===== src/sv/rjd_pkg.sv =====
// Package for the retry job deque dispatcher: sizes, request codes,
// the slot and command types, and width helpers. No dependencies.
`default_nettype none
package rjd_pkg;

  localparam int QUEUE_DEPTH = 32;
  localparam int PARAM_BITS  = 16;
  localparam int PTR_W       = (QUEUE_DEPTH > 1) ? $clog2(QUEUE_DEPTH) : 1;
  localparam int LVL_W       = PTR_W + 1;

  localparam int REQ_W   = 3;
  localparam int JOB_W   = 8;
  localparam int RETRY_W = 8;
  localparam int PRM_W   = 16;
  localparam int QLVL_W  = 5;

  typedef enum logic [REQ_W-1:0] {
    REQ_APPEND = 3'd0,
    REQ_PUSH   = 3'd1,
    REQ_TICK   = 3'd2,
    REQ_CLEAR  = 3'd3,
    REQ_FLUSH  = 3'd4
  } req_t;

  typedef enum logic {
    ST_IDLE = 1'b0,
    ST_EXEC = 1'b1
  } state_t;

  typedef struct packed {
    logic [JOB_W-1:0]      job;
    logic [PARAM_BITS-1:0] param;
    logic [RETRY_W-1:0]    retries;
  } slot_t;

  typedef struct packed {
    logic capture;
    logic exec;
  } ctrl_cmd_t;

  // Port parameter to stored width.
  function automatic logic [PARAM_BITS-1:0] param_in(input logic [PRM_W-1:0] v);
    logic [PARAM_BITS+PRM_W-1:0] ext;
    ext = {{PARAM_BITS{1'b0}}, v};
    return ext[PARAM_BITS-1:0];
  endfunction

  // Stored parameter to port width.
  function automatic logic [PRM_W-1:0] param_out(input logic [PARAM_BITS-1:0] v);
    logic [PARAM_BITS+PRM_W-1:0] ext;
    ext = {{PRM_W{1'b0}}, v};
    return ext[PRM_W-1:0];
  endfunction

endpackage
`default_nettype wire


===== src/sv/rjd_ctrl.sv =====
// Controller for the retry job deque dispatcher: two-state sequencer
// and result strobe. Depends on rjd_pkg.
`default_nettype none
module rjd_ctrl (
  input  wire logic              clk,
  input  wire logic              rst_n,
  input  wire logic              start,
  output logic                   busy,
  output logic                   out_valid,
  output rjd_pkg::ctrl_cmd_t     cmd
);
  import rjd_pkg::*;

  state_t state_r, state_nxt;
  logic   out_valid_r;

  always_ff @(posedge clk) begin
    if (!rst_n) begin
      state_r     <= ST_IDLE;
      out_valid_r <= 1'b0;
    end else begin
      state_r     <= state_nxt;
      out_valid_r <= (state_r == ST_EXEC);
    end
  end

  always_comb begin
    state_nxt   = state_r;
    cmd.capture = 1'b0;
    cmd.exec    = 1'b0;
    unique case (state_r)
      ST_IDLE: begin
        if (start) begin
          cmd.capture = 1'b1;
          state_nxt   = ST_EXEC;
        end
      end
      ST_EXEC: begin
        cmd.exec  = 1'b1;
        state_nxt = ST_IDLE;
      end
      default: state_nxt = ST_IDLE;
    endcase
  end

  assign busy      = (state_r == ST_EXEC);
  assign out_valid = out_valid_r;

  a_exec_then_strobe: assert property (@(posedge clk) disable iff (!rst_n)
    (state_r == ST_EXEC) |=> (out_valid_r && state_r == ST_IDLE))
    else $error("execute cycle not followed by result strobe");

  a_strobe_from_exec: assert property (@(posedge clk) disable iff (!rst_n)
    out_valid_r |-> $past(state_r == ST_EXEC))
    else $error("result strobe without an execute cycle");

  a_accept_goes_busy: assert property (@(posedge clk) disable iff (!rst_n)
    (start && !busy) |=> busy)
    else $error("accepted item did not start execution");

endmodule
`default_nettype wire


===== src/sv/rjd_datapath.sv =====
// Datapath for the retry job deque dispatcher: slot memory, head and
// tail pointers, current-job register and result registers. Depends on rjd_pkg.
`default_nettype none
module rjd_datapath (
  input  wire logic                        clk,
  input  wire logic                        rst_n,
  input  wire rjd_pkg::ctrl_cmd_t          cmd,
  input  wire logic [rjd_pkg::REQ_W-1:0]   in_req_type,
  input  wire logic [rjd_pkg::JOB_W-1:0]   in_job_id,
  input  wire logic [rjd_pkg::PRM_W-1:0]   in_job_param,
  input  wire logic [rjd_pkg::RETRY_W-1:0] in_retry_count,
  output logic                             out_call_valid,
  output logic [rjd_pkg::JOB_W-1:0]        out_call_job,
  output logic [rjd_pkg::PRM_W-1:0]        out_call_param,
  output logic                             out_accepted,
  output logic [rjd_pkg::QLVL_W-1:0]       out_queue_level,
  output logic                             out_active
);
  import rjd_pkg::*;

  localparam logic [PTR_W-1:0] PTR_LAST = PTR_W'(QUEUE_DEPTH - 1);
  localparam logic [LVL_W-1:0] DEPTH_L  = LVL_W'(QUEUE_DEPTH);

  slot_t mem [QUEUE_DEPTH];
  slot_t rd_data_r;

  logic [REQ_W-1:0]      req_r;
  logic [JOB_W-1:0]      id_r;
  logic [PARAM_BITS-1:0] prm_r;
  logic [RETRY_W-1:0]    rc_r;

  logic [PTR_W-1:0]      head_r, head_nxt, tail_r, tail_nxt;
  logic [JOB_W-1:0]      cur_job_r, cur_job_nxt;
  logic [PARAM_BITS-1:0] cur_prm_r, cur_prm_nxt;
  logic [RETRY_W-1:0]    cur_rc_r, cur_rc_nxt;

  logic                  wr_en;
  logic [PTR_W-1:0]      wr_addr;
  logic [PTR_W-1:0]      tail_inc, head_inc, head_dec;
  logic                  call_v;
  logic                  acc;
  logic [LVL_W-1:0]      level;
  logic [LVL_W+QLVL_W-1:0] level_ext;

  logic                  call_valid_r, accepted_r, active_r;
  logic [JOB_W-1:0]      call_job_r;
  logic [PRM_W-1:0]      call_param_r;
  logic [QLVL_W-1:0]     queue_level_r;

  assign tail_inc = (tail_r == PTR_LAST) ? '0 : tail_r + PTR_W'(1);
  assign head_inc = (head_r == PTR_LAST) ? '0 : head_r + PTR_W'(1);
  assign head_dec = (head_r == '0) ? PTR_LAST : head_r - PTR_W'(1);

  // The head slot is read every cycle; during execute it holds the
  // entry at the current head, since nothing is written in between.
  always_ff @(posedge clk) begin
    rd_data_r <= mem[head_r];
    if (wr_en) begin
      mem[wr_addr] <= '{job: id_r, param: prm_r, retries: rc_r};
    end
  end

  always_ff @(posedge clk) begin
    if (cmd.capture) begin
      req_r <= in_req_type;
      id_r  <= in_job_id;
      prm_r <= param_in(in_job_param);
      rc_r  <= in_retry_count;
    end
  end

  always_comb begin
    head_nxt    = head_r;
    tail_nxt    = tail_r;
    cur_job_nxt = cur_job_r;
    cur_prm_nxt = cur_prm_r;
    cur_rc_nxt  = cur_rc_r;
    wr_en       = 1'b0;
    wr_addr     = tail_r;
    call_v      = 1'b0;
    acc         = 1'b0;
    if (cmd.exec) begin
      unique case (req_r)
        REQ_APPEND: begin
          if (tail_inc != head_r) begin
            wr_en    = 1'b1;
            wr_addr  = tail_r;
            tail_nxt = tail_inc;
            acc      = 1'b1;
          end
        end
        REQ_PUSH: begin
          if (head_dec != tail_r) begin
            wr_en    = 1'b1;
            wr_addr  = head_dec;
            head_nxt = head_dec;
            acc      = 1'b1;
          end
        end
        REQ_TICK: begin
          if (cur_job_r != '0) begin
            if (cur_rc_r != '0) begin
              cur_rc_nxt = cur_rc_r - RETRY_W'(1);
              call_v     = 1'b1;
            end else begin
              cur_job_nxt = '0;
              cur_prm_nxt = '0;
              cur_rc_nxt  = '0;
            end
          end else if (head_r != tail_r) begin
            cur_job_nxt = rd_data_r.job;
            cur_prm_nxt = rd_data_r.param;
            cur_rc_nxt  = rd_data_r.retries;
            head_nxt    = head_inc;
          end
        end
        REQ_CLEAR: begin
          if (id_r == '0 || id_r == cur_job_r) begin
            cur_job_nxt = '0;
            cur_prm_nxt = '0;
            cur_rc_nxt  = '0;
          end
        end
        REQ_FLUSH: begin
          head_nxt    = '0;
          tail_nxt    = '0;
          cur_job_nxt = '0;
          cur_prm_nxt = '0;
          cur_rc_nxt  = '0;
        end
        default: ;
      endcase
    end
  end

  always_comb begin
    if (tail_nxt >= head_nxt) begin
      level = {1'b0, tail_nxt} - {1'b0, head_nxt};
    end else begin
      level = {1'b0, tail_nxt} + DEPTH_L - {1'b0, head_nxt};
    end
    level_ext = {{QLVL_W{1'b0}}, level};
  end

  always_ff @(posedge clk) begin
    if (!rst_n) begin
      head_r    <= '0;
      tail_r    <= '0;
      cur_job_r <= '0;
      cur_prm_r <= '0;
      cur_rc_r  <= '0;
    end else begin
      head_r    <= head_nxt;
      tail_r    <= tail_nxt;
      cur_job_r <= cur_job_nxt;
      cur_prm_r <= cur_prm_nxt;
      cur_rc_r  <= cur_rc_nxt;
    end
  end

  always_ff @(posedge clk) begin
    if (cmd.exec) begin
      call_valid_r  <= call_v;
      call_job_r    <= call_v ? cur_job_r : '0;
      call_param_r  <= call_v ? param_out(cur_prm_r) : '0;
      accepted_r    <= acc;
      queue_level_r <= level_ext[QLVL_W-1:0];
      active_r      <= (cur_job_nxt != '0);
    end
  end

  assign out_call_valid  = call_valid_r;
  assign out_call_job    = call_job_r;
  assign out_call_param  = call_param_r;
  assign out_accepted    = accepted_r;
  assign out_queue_level = queue_level_r;
  assign out_active      = active_r;

  a_ptr_hold: assert property (@(posedge clk) disable iff (!rst_n)
    !cmd.exec |=> ($stable(head_r) && $stable(tail_r) && $stable(cur_job_r)))
    else $error("queue state changed outside an execute cycle");

  a_ptr_range: assert property (@(posedge clk) disable iff (!rst_n)
    ({1'b0, head_r} < DEPTH_L) && ({1'b0, tail_r} < DEPTH_L))
    else $error("queue pointer out of range");

  a_flush_clears: assert property (@(posedge clk) disable iff (!rst_n)
    (cmd.exec && req_r == REQ_FLUSH) |=> (head_r == '0 && tail_r == '0 && cur_job_r == '0))
    else $error("flush did not empty the queue");

endmodule
`default_nettype wire


===== src/sv/retry_job_deque_dispatcher.sv =====
// Top level of the retry job deque dispatcher: joins the controller
// and the datapath. Depends on rjd_pkg, rjd_ctrl and rjd_datapath.
`default_nettype none
// An item is taken when start is high and busy is low. Busy is high while
// the controller is in its execute state after the accept, because the
// head slot of the queue memory has a registered read port and a tick that
// loads a job must wait for that read. The result is shown for exactly one
// cycle with out_valid, in the cycle after execute, and cannot be held off;
// a new item may be accepted in that same cycle, while the previous result
// is shown. Every item yields exactly one result.
module retry_job_deque_dispatcher (
  input  wire logic                        clk,
  input  wire logic                        rst_n,
  input  wire logic                        start,
  output logic                             busy,
  input  wire logic [rjd_pkg::REQ_W-1:0]   in_req_type,
  input  wire logic [rjd_pkg::JOB_W-1:0]   in_job_id,
  input  wire logic [rjd_pkg::PRM_W-1:0]   in_job_param,
  input  wire logic [rjd_pkg::RETRY_W-1:0] in_retry_count,
  output logic                             out_valid,
  output logic                             out_call_valid,
  output logic [rjd_pkg::JOB_W-1:0]        out_call_job,
  output logic [rjd_pkg::PRM_W-1:0]        out_call_param,
  output logic                             out_accepted,
  output logic [rjd_pkg::QLVL_W-1:0]       out_queue_level,
  output logic                             out_active
);
  import rjd_pkg::*;

  ctrl_cmd_t cmd;

  rjd_ctrl u_ctrl (
    .clk       (clk),
    .rst_n     (rst_n),
    .start     (start),
    .busy      (busy),
    .out_valid (out_valid),
    .cmd       (cmd)
  );

  rjd_datapath u_datapath (
    .clk             (clk),
    .rst_n           (rst_n),
    .cmd             (cmd),
    .in_req_type     (in_req_type),
    .in_job_id       (in_job_id),
    .in_job_param    (in_job_param),
    .in_retry_count  (in_retry_count),
    .out_call_valid  (out_call_valid),
    .out_call_job    (out_call_job),
    .out_call_param  (out_call_param),
    .out_accepted    (out_accepted),
    .out_queue_level (out_queue_level),
    .out_active      (out_active)
  );

endmodule
`default_nettype wire

===== config.mk =====
export PLATFORM = sky130hd
export DESIGN_NAME = retry_job_deque_dispatcher
export DESIGN_NICKNAME = d
export VERILOG_FILES = /design/src/sv/rjd_pkg.sv /design/src/sv/rjd_ctrl.sv /design/src/sv/rjd_datapath.sv /design/src/sv/retry_job_deque_dispatcher.sv
export SDC_FILE = /design/constraint.sdc
export NUM_CORES = 1
export LEC_CHECK = 0
export BUFFER_PORTS_ARGS = -buffer_cell sky130_fd_sc_hd__clkbuf_2
export CAP_MARGIN = 20
export CORE_MARGIN = 3
export CORE_UTILIZATION = 55
export CTS_CLUSTER_SIZE = 25
export DETAILED_ROUTE_END_ITERATION = 10
export GPL_TIMING_DRIVEN = 1
export PLACE_DENSITY = 0.8
export SETUP_SLACK_MARGIN = 0.3
export SLEW_MARGIN = 20
export SYNTH_ARGS = -nofsm -noshare
export SYNTH_HDL_FRONTEND = slang
export SYNTH_SLANG_ARGS = --single-unit
export TNS_END_PERCENT = 20

===== constraint.sdc =====
create_clock -name clk -period 5.7 [get_ports clk]
set_input_delay 0.57 -clock clk [delete_from_list [all_inputs] [get_ports clk]]
set_output_delay 0.57 -clock clk [all_outputs]
set_load 0.005 [all_outputs]

==> results.sh <==
export IMPL_holdPathStages=1
export IMPL_synth_edf_count=1091
export IMPL_status="finished clean"
export IMPL_die_area_um2=84900
export IMPL_postCtsSetupRepairBufs=0
export IMPL_synth_most_common_cell="edfxtp_1"
export IMPL_die_h_um=291
export IMPL_powerDensity_nw_per_um2=338
export IMPL_drtPass1Iterations=6
export IMPL_slew_viol_final=0
export IMPL_grtUsageTotal=0.258
export IMPL_cap_violations=0
export IMPL_synth_area_um2=44800
export IMPL_clockBufferDepth=3
export IMPL_nFillCells=5038
export IMPL_port_buffers=71
export IMPL_cp_max_fo=32
export IMPL_routedWlPerCell_um=32.5
export IMPL_grt_pass1_vias=22500
export IMPL_switchingPower_w=0.00344
export IMPL_cts_resized=0
export IMPL_path_cells="inv_2 -> ha_1 -> nor4b_4 -> or3_4 -> a2111oi_4 -> a31oi_2 -> mux2_2 -> nand3b_1 -> nor2_4 -> buf_4"
export IMPL_cp_end_kind="flip-flop"
export IMPL_path_class="reg2reg"
export IMPL_viasPerCell=6.60
export IMPL_drive_above_1_share=0.316
export IMPL_grt_overflow=0
export IMPL_hold_viol=0
export IMPL_row_count=104
export IMPL_worst_setup_path_start_kind="flip-flop"
export IMPL_die_w_um=291
export IMPL_synthAdderAreaFrac=0.00307
export IMPL_synth_cells=2028
export IMPL_ant_nets=0
export IMPL_leakagePower_nw=15.6
export IMPL_fin_nets=2232
export IMPL_finalCritPeriodShare=0.832
export IMPL_multi_input_area_um2=10300
export IMPL_timing_slew_headroom=0.228
export IMPL_ys_seq_area_frac=0.765
export IMPL_seqCellArea_um2=34300
export IMPL_drt_total_wl_um=109000
export IMPL_sw_frac_of_total=0.201
export IMPL_r2r_slack_ns=0.96
export IMPL_start_util=0.556
export IMPL_synth_area_leader_cell="edfxtp_1"
export IMPL_synth_compound_area_share=0.0170
export IMPL_cts_root_buf="clkbuf_16"
export IMPL_synth_top_family_by_area="multiplexers"
export IMPL_htree_levels=3
export IMPL_cpPeakStageDelay_ns=0.88
export IMPL_cts_tree="built"
export IMPL_crit_reg2reg_launch="u_datapath.head_r[0]"
export IMPL_dp_hpwl_um=58600
export IMPL_finish_utilization=0.629
export IMPL_muxShareOfSynthArea=0.170
export IMPL_reg2reg_to="u_datapath.mem[15][21]"
export IMPL_synth_common_cells="edfxtp_1 (1091), mux4_2 (320), dfxtp_1 (76)"
export IMPL_synth_nets=2077
export IMPL_hold_path_endpoint="u_datapath.prm_r[5]"
export IMPL_io_pins=72
export IMPL_cts_sink_count=1167
export IMPL_ys_seq_elements=1167
export IMPL_clk_latency_ns=0.70
export IMPL_worst_slew_pin_transition_ns=1.16
export IMPL_seqPwrFrac=0.555
export IMPL_syn_avg_cell_area_um2=22.1
export IMPL_pre_cts_slack_ns=0.978
export IMPL_async_reset_ff_frac=0
export IMPL_crit_family="simple AND/OR/NAND/NOR gates"
export IMPL_arrival_ns=5.13
export IMPL_rsz0062_at_grt="no"
export IMPL_ys_types=65
export IMPL_grt_pass1_wl_um=158000
export IMPL_drt_iter0_markers=2979
export IMPL_finalSetupViolCount=0
export IMPL_hold_ws_ns=0.0440
export IMPL_finalSetupTns_ns=0
export IMPL_drc=0
export IMPL_power_frac_comb=0.018
export IMPL_vias=22000
export IMPL_grt_max_degree=103
export IMPL_ys_warn_count=0
export IMPL_path_clk_slew_ns=0.06
export IMPL_area_growth_syn_to_layout_pct=13.2
export IMPL_synthXorXnorAreaFrac=0.00620
export IMPL_cts_buffers_inserted=109
export IMPL_synth_simple_area_share=0.0271
export IMPL_postCtsHoldBufs=0
export IMPL_worstPathBufferInverterCount=2
export IMPL_min_from="in_job_param[5]"
export IMPL_hold_path_class="in2reg"
export IMPL_fmax_ghz=0.211
export IMPL_worst_clock_skew_ns=0.0442
export IMPL_critical_path_required_ns=6.09
export IMPL_core_um2=80500
export IMPL_ir_drop_mv=0.285
export IMPL_reg2reg_depth=10
export IMPL_cpMaxStageDelayCell="nor2_4"
export IMPL_intPower_w=0.0137
export IMPL_gp_congestion=0.858
export IMPL_clock_power_share=0.426
export IMPL_fin_crit_ns=4.74
export IMPL_ys_flop_type="edfxtp_1"
export IMPL_synth_top_area_share=0.731
export IMPL_synth_area_top_cells="edfxtp_1 (73%), mux4_2 (16%), dfxtp_1 (3.4%)"
export IMPL_setup_slack_ns=0.958
export IMPL_antenna_found_initial=3
==> power groups by stage <==
stage | registers, W | clock network (W) | logic (W)
after global placement | 0.00969 | 0 | 0.000281
after CTS | 0.00952 | 0.00740 | 0.000293
after global routing | 0.00952 | 0.00770 | 0.000337
final | 0.00951 | 0.00730 | 0.000315
after detailed placement | 0.00971 | 0 | 0.000290
after floorplan | 0.00967 | 0 | 0.000163
==> flip-flops by register name (all words and copies together), names as in the netlist <==
register / flops
u_datapath.out_call_job: 8
u_datapath.head_r: 5
u_datapath.rd_data_r: 32
u_datapath.cur_rc_r: 8
u_datapath.out_call_param: 16
u_datapath.out_active: 1
u_ctrl.busy: 1
u_datapath.cur_prm_r: 16
u_datapath.prm_r: 16
u_datapath.req_r: 3
u_datapath.out_queue_level: 5
u_datapath.out_accepted: 1
u_datapath.id_r: 8
u_datapath.rc_r: 8
u_datapath.cur_job_r: 8
u_ctrl.out_valid: 1
u_datapath.out_call_valid: 1
u_datapath.tail_r: 5
u_datapath.mem: 1024
==> metal layers <==
metal  GRT usage  wire, um
met2       0.425     54900
met1       0.349     39300
met3      0.0470     10100
met5           0         0
met4      0.0982      4410
==> cells in the final DEF (no fill, tap or decap), drive strengths merged, types with 4 or more instances in the layout <==
cell type | netlist | final
nor3 | 14 | 14
nor4 | 6 | 6
dfxtp | 76 | 76
and3 | 7 | 7
mux2 | 35 | 35
a31oi | 7 | 7
bufinv | 0 | 9
o21ai | 21 | 21
or2 | 4 | 4
nor2 | 64 | 64
nand2 | 42 | 42
clkbuf | 66 | 223
a21oi | 25 | 25
and2 | 34 | 34
clkinv | 0 | 37
buf | 38 | 77
nand3 | 25 | 25
mux4 | 320 | 320
edfxtp | 1091 | 1091
nand2b | 6 | 6
xnor2 | 23 | 23
o31ai | 5 | 5
a22o | 6 | 6
o21a | 4 | 4
o211ai | 5 | 5
inv | 17 | 23
ha | 11 | 11
nor2b | 13 | 13
a22oi | 10 | 10
nor3b | 4 | 4
nand3b | 4 | 4
a21boi | 5 | 5
xor2 | 6 | 6
==> worst max-delay path by stage <==
| stage | from | endpoint | slack (ns) | cells after the start |
|---|---|---|---|---|
| after floorplan | u_datapath.head_r[1] | u_datapath.mem[28][0] | 0.97 | 11 |
| after global placement | u_datapath.head_r[0] | u_datapath.mem[15][3] | 1.09 | 10 |
| after detailed placement | u_datapath.head_r[0] | u_datapath.mem[15][19] | 0.98 | 10 |
| after CTS | u_datapath.head_r[0] | u_datapath.mem[15][21] | 0.97 | 10 |
| after global routing | u_datapath.head_r[0] | u_datapath.mem[15][21] | 0.68 | 10 |
| final | u_datapath.head_r[0] | u_datapath.mem[15][21] | 0.96 | 10 |
==> final cells by class <==
type | count | share of cell area
flip-flops and latches | 1167 | 0.677
clock buffers | 152 | 0.0597
clock inverters | 54 | 0.0117
multi-input cells | 740 | 0.203
diodes | 1 | 0.0000494
well taps | 1060 | 0.0262
repair buffers | 148 | 0.0218
inverters | 17 | 0.00126
==> metrics by stage <==
stage / cells / instance area [um2] / total power, W
3_3_place_gp: 3126 / 47000 / 0.00998
5_1_grt: 3338 / 50700 / 0.0175
4_1_cts: 3332 / 50600 / 0.0172
2_1_floorplan: 2028 / 44800 / 0.00983
6_report: 3339 / 50700 / 0.0171
3_5_place_dp: 3126 / 47000 / 0.0100
==> logic make-up (layout without fill, tap and decap cells) <==
kind of cell | after synthesis | count (layout)
XOR/XNOR | 30 | 30
AND/OR/NAND/NOR | 232 | 232
buffers and inverters | 121 | 371
flip-flops | 1167 | 1167
adder cells (fa/ha/maj) | 11 | 11
AO/OA/AOI/OAI | 109 | 109
multiplexers | 358 | 358
other | 0 | 1
==> worst reg2reg max path: stages, from the launching register on <==
cell and delay, ns:
dfxtp_4 0.72, inv_2 0.13, ha_1 0.32, nor4b_4 0.17, or3_4 0.36, a2111oi_4 0.44, a31oi_2 0.26, mux2_2 0.42
nand3b_1 0.43, nor2_4 0.88, buf_4 0.32
No activity file was read; power rests on OpenSTA's default activity.
